**src/sv/assert_macros.svh**
```systemverilog
// Assertion helpers shared by the RTL. Clock and reset names are fixed
// to clk_i and rst_ni.
`ifndef ASSERT_MACROS_SVH
`define ASSERT_MACROS_SVH

// Checked on every rising clock edge, held off while in reset.
`define MRQ_ASSERT(lbl, prop, msg) \
  lbl: assert property (@(posedge clk_i) disable iff (!rst_ni) (prop)) else $error(msg);

// Checked on every rising clock edge, reset included.
`define MRQ_ASSERT_ALWAYS(lbl, prop, msg) \
  lbl: assert property (@(posedge clk_i) (prop)) else $error(msg);

`endif

```
**src/sv/mrq_pkg.sv**
```systemverilog
// ----------------------------------------------------------------------------
// mrq_pkg
// Command and status codes, field widths and the stored entry type of the
// message ring queue.
// ----------------------------------------------------------------------------
package mrq_pkg;

  localparam int CMD_W    = 2;
  localparam int MSG_ID_W = 16;
  localparam int SENDER_W = 8;
  localparam int PAYLD_W  = 64;
  localparam int OFS_W    = 4;
  localparam int STAT_W   = 3;
  localparam int SEQ_W    = 32;
  localparam int COUNT_W  = 4;

  // Commands
  localparam logic [CMD_W-1:0] CMD_PUSH  = 2'd0;
  localparam logic [CMD_W-1:0] CMD_POP   = 2'd1;
  localparam logic [CMD_W-1:0] CMD_PROBE = 2'd2;
  localparam logic [CMD_W-1:0] CMD_MOVE  = 2'd3;

  // Result status
  localparam logic [STAT_W-1:0] STAT_OK    = 3'd0;
  localparam logic [STAT_W-1:0] STAT_OVWR  = 3'd1;
  localparam logic [STAT_W-1:0] STAT_FULL  = 3'd2;
  localparam logic [STAT_W-1:0] STAT_RANGE = 3'd3;
  localparam logic [STAT_W-1:0] STAT_SAME  = 3'd4;

  // One stored message
  typedef struct packed {
    logic [MSG_ID_W-1:0] msg_id;
    logic [SENDER_W-1:0] sender;
    logic [PAYLD_W-1:0]  payload;
    logic [SEQ_W-1:0]    seq_num;
  } entry_t;

endpackage

```
**src/sv/mrq_if.sv**
```systemverilog
// ----------------------------------------------------------------------------
// mrq_if
// Valid/ready channels of the message ring queue: the command channel and
// the result channel.
// ----------------------------------------------------------------------------
interface mrq_in_if;
  import mrq_pkg::*;

  logic                valid;
  logic                ready;
  logic [CMD_W-1:0]    command;
  logic [MSG_ID_W-1:0] msg_id;
  logic [SENDER_W-1:0] sender;
  logic [PAYLD_W-1:0]  payload;
  logic [OFS_W-1:0]    first_offset;
  logic [OFS_W-1:0]    second_offset;

  modport source (
    output valid, command, msg_id, sender, payload, first_offset, second_offset,
    input  ready
  );
  modport sink (
    input  valid, command, msg_id, sender, payload, first_offset, second_offset,
    output ready
  );
endinterface

interface mrq_out_if;
  import mrq_pkg::*;

  logic                valid;
  logic                ready;
  logic [STAT_W-1:0]   status;
  logic [MSG_ID_W-1:0] out_msg_id;
  logic [SENDER_W-1:0] out_sender;
  logic [PAYLD_W-1:0]  out_payload;
  logic [SEQ_W-1:0]    out_sequence;
  logic [COUNT_W-1:0]  entry_count;
  logic                is_full;
  logic                is_empty;

  modport source (
    output valid, status, out_msg_id, out_sender, out_payload, out_sequence,
           entry_count, is_full, is_empty,
    input  ready
  );
  modport sink (
    input  valid, status, out_msg_id, out_sender, out_payload, out_sequence,
           entry_count, is_full, is_empty,
    output ready
  );
endinterface

```
**src/sv/message_ring_queue_top.sv**
```systemverilog
// ----------------------------------------------------------------------------
// message_ring_queue_top
// Ring queue of DEPTH slots holding up to DEPTH-1 stamped messages, with
// push (optionally overwriting when full), pop, probe and move commands.
// ----------------------------------------------------------------------------
// Each command transfer yields exactly one result transfer, held in an output
// register. A new command is taken only while the sequencer is idle and that
// register is empty or transfers its result in the same cycle, so a waiting
// result stalls the command channel. Entries live in one synchronous memory
// (one write port, one read port, registered read). A push, and any command
// that fails its checks, loads its result in the cycle it is accepted. Pop
// and probe load the registered memory read data from the S_READ state. A
// move fetches the moved entry, makes one memory write per shifted entry
// through the single write port, and a last write of the moved entry. No
// clearing pass follows reset; only held entries are ever read. DEPTH must
// be a power of two.
module message_ring_queue_top #(
  parameter int DEPTH = 16
) (
  input  logic clk_i,
  input  logic rst_ni,
  input  logic cfg_we_i,
  input  logic cfg_wdata_i,
  mrq_in_if.sink    in_i,
  mrq_out_if.source out_o
);
  import mrq_pkg::*;

  `include "assert_macros.svh"

  localparam int AW = (DEPTH > 2) ? $clog2(DEPTH) : 1;
  localparam int CW = (AW > OFS_W) ? AW : OFS_W;

  // Sequencer states
  localparam logic [2:0] S_IDLE  = 3'd0;
  localparam logic [2:0] S_READ  = 3'd1;
  localparam logic [2:0] S_MVTMP = 3'd2;
  localparam logic [2:0] S_SHIFT = 3'd3;
  localparam logic [2:0] S_LAST  = 3'd4;

  // Slot of an offset counted from the oldest entry
  function automatic logic [AW-1:0] slot_at(input logic [AW-1:0] base,
                                            input logic [OFS_W-1:0] ofs);
    logic [CW-1:0] sum;
    sum = CW'(base) + CW'(ofs);
    return sum[AW-1:0];
  endfunction

  logic [2:0]       state_q, state_d;
  logic [AW-1:0]    wp_q, wp_d, rp_q, rp_d;
  logic [SEQ_W-1:0] seq_q, seq_d;
  logic             ovw_q;
  logic [OFS_W-1:0] first_q, first_d, second_q, second_d, k_q, k_d, nk;
  logic             down_q, down_d;
  entry_t           tmp_q, tmp_d;

  entry_t           mem_q [DEPTH];
  entry_t           rd_data_q;
  logic [AW-1:0]    rd_addr, mem_wa;
  logic             mem_we;
  entry_t           mem_wd;

  logic             in_rdy, in_acc;
  logic [AW-1:0]    held, held_new;
  logic [CW-1:0]    held_cw, held_new_cw;

  logic             load;
  logic [STAT_W-1:0] ld_status;
  entry_t           ld_entry;

  logic             out_vld_q;
  logic [STAT_W-1:0] o_status_q;
  entry_t           o_entry_q;
  logic [COUNT_W-1:0] o_count_q;
  logic             o_full_q, o_empty_q;

  assign in_rdy   = (state_q == S_IDLE) && (!out_vld_q || out_o.ready);
  assign in_acc   = in_i.valid && in_rdy;
  assign in_i.ready = in_rdy;

  assign held    = wp_q - rp_q;
  assign held_cw = CW'(held);

  // Sequencer: checks, pointer updates and memory accesses
  always_comb begin
    state_d   = state_q;
    wp_d      = wp_q;
    rp_d      = rp_q;
    seq_d     = seq_q;
    first_d   = first_q;
    second_d  = second_q;
    down_d    = down_q;
    k_d       = k_q;
    tmp_d     = tmp_q;
    rd_addr   = '0;
    mem_we    = 1'b0;
    mem_wa    = '0;
    mem_wd    = '0;
    load      = 1'b0;
    ld_status = STAT_OK;
    ld_entry  = '0;
    nk        = '0;

    unique case (state_q)
      S_IDLE: begin
        if (in_acc) begin
          unique case (in_i.command)
            CMD_PUSH: begin
              load = 1'b1;
              if ((&held) && !ovw_q) begin
                ld_status = STAT_FULL;
              end else begin
                if (&held) begin
                  rp_d      = rp_q + AW'(1);
                  ld_status = STAT_OVWR;
                end
                seq_d  = seq_q + 32'd1;
                mem_we = 1'b1;
                mem_wa = wp_q;
                mem_wd = '{msg_id: in_i.msg_id, sender: in_i.sender,
                           payload: in_i.payload, seq_num: seq_q + 32'd1};
                wp_d   = wp_q + AW'(1);
              end
            end
            CMD_POP: begin
              if (held == '0) begin
                load      = 1'b1;
                ld_status = STAT_RANGE;
              end else begin
                rd_addr = rp_q;
                rp_d    = rp_q + AW'(1);
                state_d = S_READ;
              end
            end
            CMD_PROBE: begin
              if (CW'(in_i.first_offset) >= held_cw) begin
                load      = 1'b1;
                ld_status = STAT_RANGE;
              end else begin
                rd_addr = slot_at(rp_q, in_i.first_offset);
                state_d = S_READ;
              end
            end
            CMD_MOVE: begin
              if (in_i.first_offset == in_i.second_offset) begin
                load      = 1'b1;
                ld_status = STAT_SAME;
              end else if ((CW'(in_i.first_offset) >= held_cw) ||
                           (CW'(in_i.second_offset) >= held_cw)) begin
                load      = 1'b1;
                ld_status = STAT_RANGE;
              end else begin
                rd_addr  = slot_at(rp_q, in_i.second_offset);
                first_d  = in_i.first_offset;
                second_d = in_i.second_offset;
                down_d   = in_i.second_offset > in_i.first_offset;
                state_d  = S_MVTMP;
              end
            end
          endcase
        end
      end
      S_READ: begin
        load     = 1'b1;
        ld_entry = rd_data_q;
        state_d  = S_IDLE;
      end
      S_MVTMP: begin
        // keep the moved entry, fetch its neighbor toward the target
        tmp_d   = rd_data_q;
        k_d     = second_q;
        rd_addr = slot_at(rp_q, down_q ? second_q - 4'd1 : second_q + 4'd1);
        state_d = S_SHIFT;
      end
      S_SHIFT: begin
        // slot k takes its neighbor, then step toward the target
        mem_we  = 1'b1;
        mem_wa  = slot_at(rp_q, k_q);
        mem_wd  = rd_data_q;
        nk      = down_q ? k_q - 4'd1 : k_q + 4'd1;
        k_d     = nk;
        if (nk == first_q) begin
          state_d = S_LAST;
        end else begin
          rd_addr = slot_at(rp_q, down_q ? nk - 4'd1 : nk + 4'd1);
        end
      end
      S_LAST: begin
        mem_we  = 1'b1;
        mem_wa  = slot_at(rp_q, first_q);
        mem_wd  = tmp_q;
        load    = 1'b1;
        state_d = S_IDLE;
      end
      default: begin
        state_d = S_IDLE;
      end
    endcase
  end

  assign held_new    = wp_d - rp_d;
  assign held_new_cw = CW'(held_new);

  // Control registers
  always_ff @(posedge clk_i or negedge rst_ni) begin
    if (!rst_ni) begin
      state_q   <= S_IDLE;
      wp_q      <= '0;
      rp_q      <= '0;
      seq_q     <= '0;
      ovw_q     <= 1'b0;
      out_vld_q <= 1'b0;
    end else begin
      state_q <= state_d;
      wp_q    <= wp_d;
      rp_q    <= rp_d;
      seq_q   <= seq_d;
      if (cfg_we_i) begin
        ovw_q <= cfg_wdata_i;
      end
      if (load) begin
        out_vld_q <= 1'b1;
      end else if (out_o.ready) begin
        out_vld_q <= 1'b0;
      end
    end
  end

  // Move bookkeeping and result payload
  always_ff @(posedge clk_i) begin
    first_q  <= first_d;
    second_q <= second_d;
    down_q   <= down_d;
    k_q      <= k_d;
    tmp_q    <= tmp_d;
    if (load) begin
      o_status_q <= ld_status;
      o_entry_q  <= ld_entry;
      o_count_q  <= (held_new_cw > CW'(15)) ? 4'd15 : held_new_cw[COUNT_W-1:0];
      o_full_q   <= &held_new;
      o_empty_q  <= (held_new == '0);
    end
  end

  // Entry memory: one write, one registered read per cycle
  always_ff @(posedge clk_i) begin
    if (mem_we) begin
      mem_q[mem_wa] <= mem_wd;
    end
    rd_data_q <= mem_q[rd_addr];
  end

  assign out_o.valid        = out_vld_q;
  assign out_o.status       = o_status_q;
  assign out_o.out_msg_id   = o_entry_q.msg_id;
  assign out_o.out_sender   = o_entry_q.sender;
  assign out_o.out_payload  = o_entry_q.payload;
  assign out_o.out_sequence = o_entry_q.seq_num;
  assign out_o.entry_count  = o_count_q;
  assign out_o.is_full      = o_full_q;
  assign out_o.is_empty     = o_empty_q;

  // Checks
  `MRQ_ASSERT(a_no_result_overrun, load |-> (!out_vld_q || out_o.ready), "result register overrun")
  `MRQ_ASSERT(a_reject_holds, (in_acc && in_i.command == CMD_PUSH && (&held) && !ovw_q) |=> ($stable(wp_q) && $stable(rp_q) && $stable(seq_q)), "rejected push changed state")
  `MRQ_ASSERT(a_move_keeps_ptrs, (state_q == S_SHIFT || state_q == S_MVTMP) |=> ($stable(wp_q) && $stable(rp_q)), "pointers changed during move")
  `MRQ_ASSERT_ALWAYS(a_shift_before_target, (state_q == S_SHIFT) |-> (k_q != first_q), "shift reached move target")
endmodule
```
**src/flat_wrapper.sv**
```systemverilog
// flat-port wrapper written by rule: the top's interface ports become plain ports
module message_ring_queue_top_flat import mrq_pkg::*;
#(
  parameter int DEPTH = 16
)
  (clk_i, rst_ni, cfg_we_i, cfg_wdata_i, in_i_valid, in_i_command, in_i_msg_id, in_i_sender, in_i_payload, in_i_first_offset, in_i_second_offset, in_i_ready, out_o_valid, out_o_status, out_o_out_msg_id, out_o_out_sender, out_o_out_payload, out_o_out_sequence, out_o_entry_count, out_o_is_full, out_o_is_empty, out_o_ready);
  mrq_in_if in_i_i ();
  mrq_out_if out_o_i ();
  input  logic clk_i;
  input  logic rst_ni;
  input  logic cfg_we_i;
  input  logic cfg_wdata_i;
  input wire logic [$bits(in_i_i.valid)-1:0] in_i_valid;
  input wire logic [$bits(in_i_i.command)-1:0] in_i_command;
  input wire logic [$bits(in_i_i.msg_id)-1:0] in_i_msg_id;
  input wire logic [$bits(in_i_i.sender)-1:0] in_i_sender;
  input wire logic [$bits(in_i_i.payload)-1:0] in_i_payload;
  input wire logic [$bits(in_i_i.first_offset)-1:0] in_i_first_offset;
  input wire logic [$bits(in_i_i.second_offset)-1:0] in_i_second_offset;
  output wire logic [$bits(in_i_i.ready)-1:0] in_i_ready;
  output wire logic [$bits(out_o_i.valid)-1:0] out_o_valid;
  output wire logic [$bits(out_o_i.status)-1:0] out_o_status;
  output wire logic [$bits(out_o_i.out_msg_id)-1:0] out_o_out_msg_id;
  output wire logic [$bits(out_o_i.out_sender)-1:0] out_o_out_sender;
  output wire logic [$bits(out_o_i.out_payload)-1:0] out_o_out_payload;
  output wire logic [$bits(out_o_i.out_sequence)-1:0] out_o_out_sequence;
  output wire logic [$bits(out_o_i.entry_count)-1:0] out_o_entry_count;
  output wire logic [$bits(out_o_i.is_full)-1:0] out_o_is_full;
  output wire logic [$bits(out_o_i.is_empty)-1:0] out_o_is_empty;
  input wire logic [$bits(out_o_i.ready)-1:0] out_o_ready;
  assign in_i_i.valid = in_i_valid;
  assign in_i_i.command = in_i_command;
  assign in_i_i.msg_id = in_i_msg_id;
  assign in_i_i.sender = in_i_sender;
  assign in_i_i.payload = in_i_payload;
  assign in_i_i.first_offset = in_i_first_offset;
  assign in_i_i.second_offset = in_i_second_offset;
  assign in_i_ready = in_i_i.ready;
  assign out_o_valid = out_o_i.valid;
  assign out_o_status = out_o_i.status;
  assign out_o_out_msg_id = out_o_i.out_msg_id;
  assign out_o_out_sender = out_o_i.out_sender;
  assign out_o_out_payload = out_o_i.out_payload;
  assign out_o_out_sequence = out_o_i.out_sequence;
  assign out_o_entry_count = out_o_i.entry_count;
  assign out_o_is_full = out_o_i.is_full;
  assign out_o_is_empty = out_o_i.is_empty;
  assign out_o_i.ready = out_o_ready;
  message_ring_queue_top #(.DEPTH(DEPTH)) u_core (.clk_i(clk_i), .rst_ni(rst_ni), .cfg_we_i(cfg_we_i), .cfg_wdata_i(cfg_wdata_i), .in_i(in_i_i), .out_o(out_o_i));
endmodule
```
**config.mk**
```make
export PLATFORM = sky130hd
export DESIGN_NAME = message_ring_queue_top_flat
export DESIGN_NICKNAME = d
export VERILOG_FILES = /design/src/sv/mrq_pkg.sv /design/src/sv/mrq_if.sv /design/src/sv/message_ring_queue_top.sv /design/src/flat_wrapper.sv
export VERILOG_INCLUDE_DIRS = /design/src /design/src/sv
export SDC_FILE = /design/constraint.sdc
export NUM_CORES = 2
export LEC_CHECK = 0
export BUFFER_PORTS_ARGS = -buffer_cell sky130_fd_sc_hd__buf_2
export CORE_MARGIN = 4
export CORE_UTILIZATION = 50
export DETAILED_ROUTE_END_ITERATION = 7
export GPL_TIMING_DRIVEN = 0
export HOLD_SLACK_MARGIN = 0.12
export PLACE_DENSITY = 0.66
export SYNTH_ARGS = -nofsm -noshare
export SYNTH_HDL_FRONTEND = slang
export SYNTH_SLANG_ARGS = --single-unit
```
**constraint.sdc**
```tcl
create_clock -name clk_i -period 16.4 [get_ports clk_i]
set_input_delay 1.64 -clock clk_i [delete_from_list [all_inputs] [get_ports clk_i]]
set_output_delay 1.64 -clock clk_i [all_outputs]
set_load 0.1 [all_outputs]
```
After elaboration in Yosys (flattened, before gate mapping)
Memories as Yosys holds them, arrays and structs flattened. A register that Yosys moved wholly into a read port is not among the register bits.
Cells that the tools add are included.
{"block": "totals", "register_bits": 307, "ramBits": 1920, "input_bits": 104, "output_inout_bits": 131, "elab_cells": 144, "n_memories": 1}
{"name": "u_core.mem_q", "depth": 16, "width": 120, "read_ports": 1, "rd_clocked_by_memory_dff": 1, "wr": 1, "line": "message_ring_queue_top.sv:57", "rtl": "entry_t mem_q [DEPTH];"}
{"block": "classes", "n_addsub": 17, "magnitude_cmp": 4, "eq_ne": 16, "n_mux": 60, "bitwise": 3, "reduce_logical": 21}
{"cell": "2-to-1 mux 120 bit", "count": 3}
{"cell": "one-hot mux 120 bit (3 select lines)", "count": 1}
{"cell": "2-to-1 mux 4 bit", "count": 21}
{"cell": "one-hot mux 4 bit (3 select lines)", "count": 3}
{"cell": "adder 32 x 1 -> 32 bit (second input constant)", "count": 1}
{"cell": "adder 4 bit", "count": 6}
{"cell": "2-to-1 mux 3 bit", "count": 8}
{"cell": "adder 4 x 1 -> 4 bit (second input constant)", "count": 5}
{"cell": "one-hot mux 3 bit (3 select lines)", "count": 2}
{"cell": "one-hot mux 4 bit (2 select lines)", "count": 2}
{"cell": "2-to-1 mux 1 bit", "count": 13}
{"cell": "!= test 3 bit (second input constant)", "count": 4}
{"cell": "one-hot mux 3 bit (4 select lines)", "count": 1}
{"cell": "AND reduction 4 bit", "count": 3}
{"cell": "subtractor 4 x 1 -> 4 bit (second input constant)", "count": 3}
{"cell": "equality test 4 bit", "count": 2}
{"cell": ">= comparator 4 bit", "count": 2}
{"cell": "zero test 4 bit", "count": 2}
{"cell": "subtractor 4 bit", "count": 2}
{"cell": "AND reduction 7 bit", "count": 1}
{"cell": "equality test 3 x 2 -> 1 bit (second input constant)", "count": 2}
{"cell": "2-to-1 mux 2 bit", "count": 3}
{"cell": "AND reduction 5 bit", "count": 1}
{"cell": "equality test 2 bit (second input constant)", "count": 2}
{"cell": "other kinds (18)", "count": 28}

Logic depth before layout (Yosys ltp)
{"block": "depth", "ltp_word": 9, "mapped_depth": 20, "ltp_nobuf": 18}

Worst setup path before layout
OpenSTA, ideal clock, no wires.
{"block": "synth_timing", "kind": "input to register", "startpoint": "input port in_i_valid", "endpoint": "memory u_core.mem_q[0][0] (netlist name) (enable)", "setup_ns": 0.601, "arrival_time_ns": 8.312, "required_time_ns": 15.799, "path_slack_ns": 7.487, "path_stages": 7, "path_buffers": 2, "path_cell_list": "or4b_4 -> nor3_1 -> and2_1 -> buf_2 -> clkbuf_1 -> o211ai_1 -> nor2_1"}
{"block": "synth_via", "elab_chain_len": 5, "word_cells_on_any_way": 7, "cone_classes": "6 x mux; 1 x reduce/logical"}
{"element": "from (decl)", "line": "flat_wrapper.sv:13", "rtl": "input wire logic [$bits(in_i_i.valid)-1:0] in_i_valid;"}
{"element": "logical AND 1 bit *", "line": "message_ring_queue_top.sv:78", "rtl": "assign in_acc = in_i.valid && in_rdy;"}
{"element": "2-to-1 mux 1 bit", "line": "message_ring_queue_top.sv:106", "rtl": "if (in_acc) begin"}
{"element": "one-hot mux 1 bit (2 select lines)", "line": "message_ring_queue_top.sv:104", "rtl": "unique case (state_q)"}
{"element": "2-to-1 mux 1 bit", "line": "message_ring_queue_top.sv:247", "rtl": "if (mem_we) begin"}
{"element": "2-to-1 mux 1 bit (implied by the code)", "line": "message_ring_queue_top.sv:248", "rtl": "mem_q[mem_wa] <= mem_wd;"}
{"element": "to (decl)", "line": "message_ring_queue_top.sv:57"}
Every way passes the cells marked *; elsewhere a longest branch is shown, timed or not.

Final worst setup path
{"block": "layout_timing", "startpoint": "register u_core.state_q[1]", "endpoint": "memory u_core.mem_q[4][81] (netlist name) (enable)"}
{"block": "layout_via", "elab_chain_len": 7, "word_cells_on_any_way": 12, "cone_classes": "2 x eq/ne; 6 x mux; 4 x reduce/logical"}
{"element": "from (decl)", "line": "message_ring_queue_top.sv:49", "rtl": "logic [2:0] state_q, state_d;"}
{"element": "from (signal assigned)", "line": "message_ring_queue_top.sv:214", "rtl": "state_q <= state_d;"}
{"element": "zero test 3 bit", "line": "message_ring_queue_top.sv:77, message_ring_queue_top.sv:104"}
{"element": "logical AND 1 bit", "line": "message_ring_queue_top.sv:77", "rtl": "assign in_rdy = (state_q == S_IDLE) && (!out_vld_q || out_o.ready);"}
{"element": "logical AND 1 bit", "line": "message_ring_queue_top.sv:78"}
{"element": "2-to-1 mux 1 bit", "line": "message_ring_queue_top.sv:106"}
{"element": "one-hot mux 1 bit (2 select lines)", "line": "message_ring_queue_top.sv:104"}
{"element": "2-to-1 mux 1 bit", "line": "message_ring_queue_top.sv:247"}
{"element": "2-to-1 mux 1 bit (implied by the code)", "line": "message_ring_queue_top.sv:248"}
Several ways; a longest one is shown, not always the timed one.

==> impl_metrics.csv <==
group,metric,value,unit
global_route,grt_overflow,0,
power,leakagePower,39.40,nW
power,swShare,38.71,%
outcome,outcome,"finished, violations left",
sta,setup_viol,0,
worst_hold_path,hp-class,"reg -> reg",
detailed_routing,vias,55070,
outcome,violations,"design-rule violations",
yosys,synth.net_count,5776,
clock_tree,cts_tree,"built",
yosys,netlist_area,92210,um2
global_route,antenna_found_initial,17,
clock_tree,cts_made_buffers,227,
sta,worst_pin_slew,1434,ps
floorplanning,core-area,183300,um2
yosys,yosysMostFrequentCell,"edfxtp_1",
clock_tree,cts.htree.levels,4,
worst_setup_path,timing.rr.start,"u_core.state_q[1]",
detailed_routing,via_per_inst,6.215,
sta,hold_viol,0,
sta,period_needed,6795,ps
yosys,yosys-top-cells-area,"edfxtp_1, mux2i_1, dfxtp_1, a32oi_1, nand2_1",
floorplanning,die_w,437.4,um
floorplanning,ios,235,
yosys,seq_area_frac_synth,74.89,%
worst_setup_path,reg2regPathDepth,19,
worst_setup_path,worstSetupEndpointType,"flop",
worst_setup_path,r2r-end,"u_core.mem_q[4][81]",
worst_setup_path,critical_path.max_stage_delay,800,ps
yosys,synth_seq_cells,2347,
worst_setup_path,crit_arrival,7340,ps
placed_design,numPlacedInstances,8423,
clock_tree,clkSinkCount,2347,
yosys,synth_top_area_share,71.06,%
worst_setup_path,cpMaxStageDelayCell,"nor2_4",
worst_setup_path,cp-start-kind,"flop",
global_route,grt_usage,26.41,%
cells_and_area,nNetsFinal,6346,
power,cellPowerDensity,197.2,nW/um2
yosys,synthCells,5619,
global_route,grt_pass1_vias,53440,
power,ir_drop,0.0001918,V
sta,skew,31.85,ps
worst_setup_path,worstPathRequired,16950,ps
run,cap_viol_max_count,0,
sta,timing.final.crit_share,41.43,%
placed_design,hpwl,169100,um
sta,worst_slack,9605,ps
detailed_routing,drc_errors,16,
clock_tree,ctsHoldBuffers,0,
power,clock_power_share,25.3,%
worst_setup_path,crit_path_end,"u_core.mem_q[4][81]",
worst_setup_path,crit_fanout,19,
power,p_switching,8.110,mW
cells_and_area,areaGrowthSynthToFinish,15.23,%
global_route,grt_max_degree,59,
placed_design,dp_slack,9402,ps
detailed_routing,drtAntennaViolNets,0,
worst_setup_path,reg2reg_setup_slack,9610,ps
clock_tree,cts_setup_buffers,0,
yosys,ys.flop_type,"edfxtp_1",
yosys,synth_edf_count,2182,
detailed_routing,wl,258600,um
detailed_routing,firstDrtPassIters,8,
power,power.internal,12.84,mW
power,power.share.sequential,37.7,%
cells_and_area,drive_above_1_share,16.29,%
worst_setup_path,setup.worst_path.start,"u_core.state_q[1]",
clock_tree,clkTransAtPathRegs,60,ps
detailed_routing,drt-initial-drc-count,7626,
floorplanning,rows,157,
sta,slew_headroom,4.421,%
floorplanning,die_h,437.4,um
clock_tree,clock_latency,860,ps
worst_setup_path,setup.worst_path.class,"reg -> reg",
sta,fmax,147.2,MHz
yosys,synth_cell_types,72,
yosys,synth_common_cells,"edfxtp_1, nand2_1, mux2i_1",
yosys,synth.largest_area_cell,"edfxtp_1",
yosys,synth_async_sr_flop_share,1.917,%
yosys,synth_warnings,0,
detailed_routing,routedWlPerCell,29.19,um
worst_setup_path,cp_cell_sequence,"buf_2 > nor3b_1 > clkbuf_2 > clkbuf_2 > buf_1 > o21ai_0 > ha_1 > a21o_1 > a21oi_1 > xnor2_1 > xor2_1 > a22oi_1 > o21a_1 > nand2_1 > nor2_4 > buf_16 > buf_12 > buf_12 > buf_16",
power,pwr-share-comb,37.1,%
clock_tree,ctsRootBufferMaster,"clkbuf_16",
global_route,grt_pass1_wl,369800,um
cells_and_area,fillers,13810,
floorplanning,dieArea,191300,um2
sta,rsz0062_at_grt,"no",
clock_tree,clockBufferDepth,3,
sta,final-max-slew-violation-count,0,
floorplanning,start_util,50.31,%
placed_design,portBuffers,234,
cells_and_area,finalNonFillerCells,8861,
clock_tree,cts_resized,0,
placed_design,gp_congestion,0.8257,
yosys,avgSynthCellArea,16.41,um2
## metal layers
metal,GRT usage [%],wire [um],vias up
li1,-,-,23540
met1,37.03,103600,27940
met2,40.92,118900,3048
met3,4.702,24120,537
met4,11.43,11950,6
met5,0,46,-
## worst min path at each step
| stage | cells past startpoint | start | endpoint | slack [ps] |
|---|---|---|---|---|
| 2_1_floorplan | 0 | u_core.rd_data_q[0] | u_core.tmp_q[0] | 420 |
| 3_3_place_gp | 0 | u_core.rd_data_q[19] | u_core.tmp_q[19] | 430 |
| 3_5_place_dp | 0 | u_core.rd_data_q[49] | u_core.tmp_q[49] | 440 |
| 4_1_cts | 0 | u_core.rd_data_q[57] | u_core.tmp_q[57] | 450 |
| 5_1_grt | 0 | u_core.rd_data_q[79] | u_core.tmp_q[79] | 470 |
| 6_report | 0 | u_core.rd_data_q[69] | u_core.tmp_q[69] | 450 |
## flip-flops by register name, summed over array words and instances (netlist names), 8 cells and up
register	count
u_core.tmp_q	120
u_core.rd_data_q	120
u_core.out_o.out_payload	64
u_core.seq_q	32
u_core.out_o.out_sender	8
u_core.out_o.out_msg_id	16
u_core.mem_q	1920
u_core.out_o.out_sequence	32
## logic make-up after synthesis
family	Yosys count	synth area share, %
compound gates	1081	9.972
xor+xnor	96	0.9431
fa+ha+maj	55	0.8196
buf+inv	525	2.700
flops	2347	74.89
mux	481	5.224
simple gates	1034	5.454
## cell type report
| class | instances | area [um2] | share of cell area [%] |
|---|---|---|---|
| sequential | 2347 | 69050 | 64.99 |
| multi-input combinational | 2747 | 20800 | 19.57 |
| clock buffer | 335 | 6510 | 6.127 |
| timing repair buffer | 341 | 3209 | 3.020 |
| tap | 2464 | 3083 | 2.902 |
| buffer | 398 | 2024 | 1.905 |
| clock inverter | 95 | 1081 | 1.017 |
| inverter | 127 | 476.7 | 0.4487 |
| antenna | 7 | 17.52 | 0.01649 |
## cell usage in the layout, fill, tap and decap left out, types with 9 or more instances in the layout
master / synthesis / layout
a211oi_1: 141 / 141
a211oi_2: 101 / 101
a21o_1: 12 / 12
a21oi_1: 14 / 14
a221oi_1: 121 / 121
a222oi_1: 88 / 88
a22oi_1: 36 / 36
a32o_1: 120 / 120
a32oi_1: 242 / 242
and2_1: 125 / 125
and3_1: 252 / 252
buf_1: 11 / 11
buf_12: 0 / 71
buf_16: 0 / 17
buf_2: 151 / 384
buf_4: 34 / 53
buf_6: 27 / 28
bufinv_16: 0 / 20
clkbuf_1: 175 / 237
clkbuf_16: 0 / 230
clkbuf_8: 0 / 36
clkinv_1: 0 / 21
clkinv_2: 0 / 34
dfrtp_1: 45 / 45
dfxtp_1: 120 / 120
edfxtp_1: 2182 / 2182
fa_1: 9 / 9
ha_1: 44 / 44
inv_1: 127 / 127
mux2i_1: 479 / 479
nand2_1: 537 / 536
nand3_1: 20 / 20
nor2_1: 49 / 33
nor2_4: 2 / 18
nor3_1: 10 / 10
o21ai_0: 69 / 41
o21ai_1: 102 / 130
xnor2_1: 56 / 56
xor2_1: 37 / 37
## power by group through the flow
stage / combinational [mW] / sequential (mW) / clock [mW]
4_1_cts: 7.72 / 7.89 / 5.34
2_1_floorplan: 3.84 / 9.14 / 0
3_5_place_dp: 7.69 / 8.01 / 0
6_report: 7.77 / 7.89 / 5.29
3_3_place_gp: 7.45 / 8.17 / 0
5_1_grt: 8.12 / 7.94 / 5.59
## critical path: cells and delay by family, from the launching register on
kind | cells | cell delay (ps)
compound gates | 5 | 1110
xor+xnor | 2 | 320
fa+ha+maj | 1 | 250
buf+inv | 8 | 3140
flops | 1 | 350
simple gates | 3 | 1230
## stage by stage
stage | hold WS [ps] | power (mW) | cell area, um2 | setup TNS (ps) | utilization, %
5_1_grt | 465.3 | 21.66 | 106200 | 0 | 57.97
4_1_cts | 451.5 | 20.95 | 106200 | 0 | 57.96
3_3_place_gp | 431.8 | 15.63 | 96460 | -787230 | 52.63
3_5_place_dp | 438.2 | 15.70 | 98630 | 0 | 53.82
6_report | 450.4 | 20.95 | 106300 | 0 | 57.97
2_1_floorplan | 422.8 | 12.98 | 92210 | 0 | -
No activity file was read; power rests on OpenSTA's default activity.
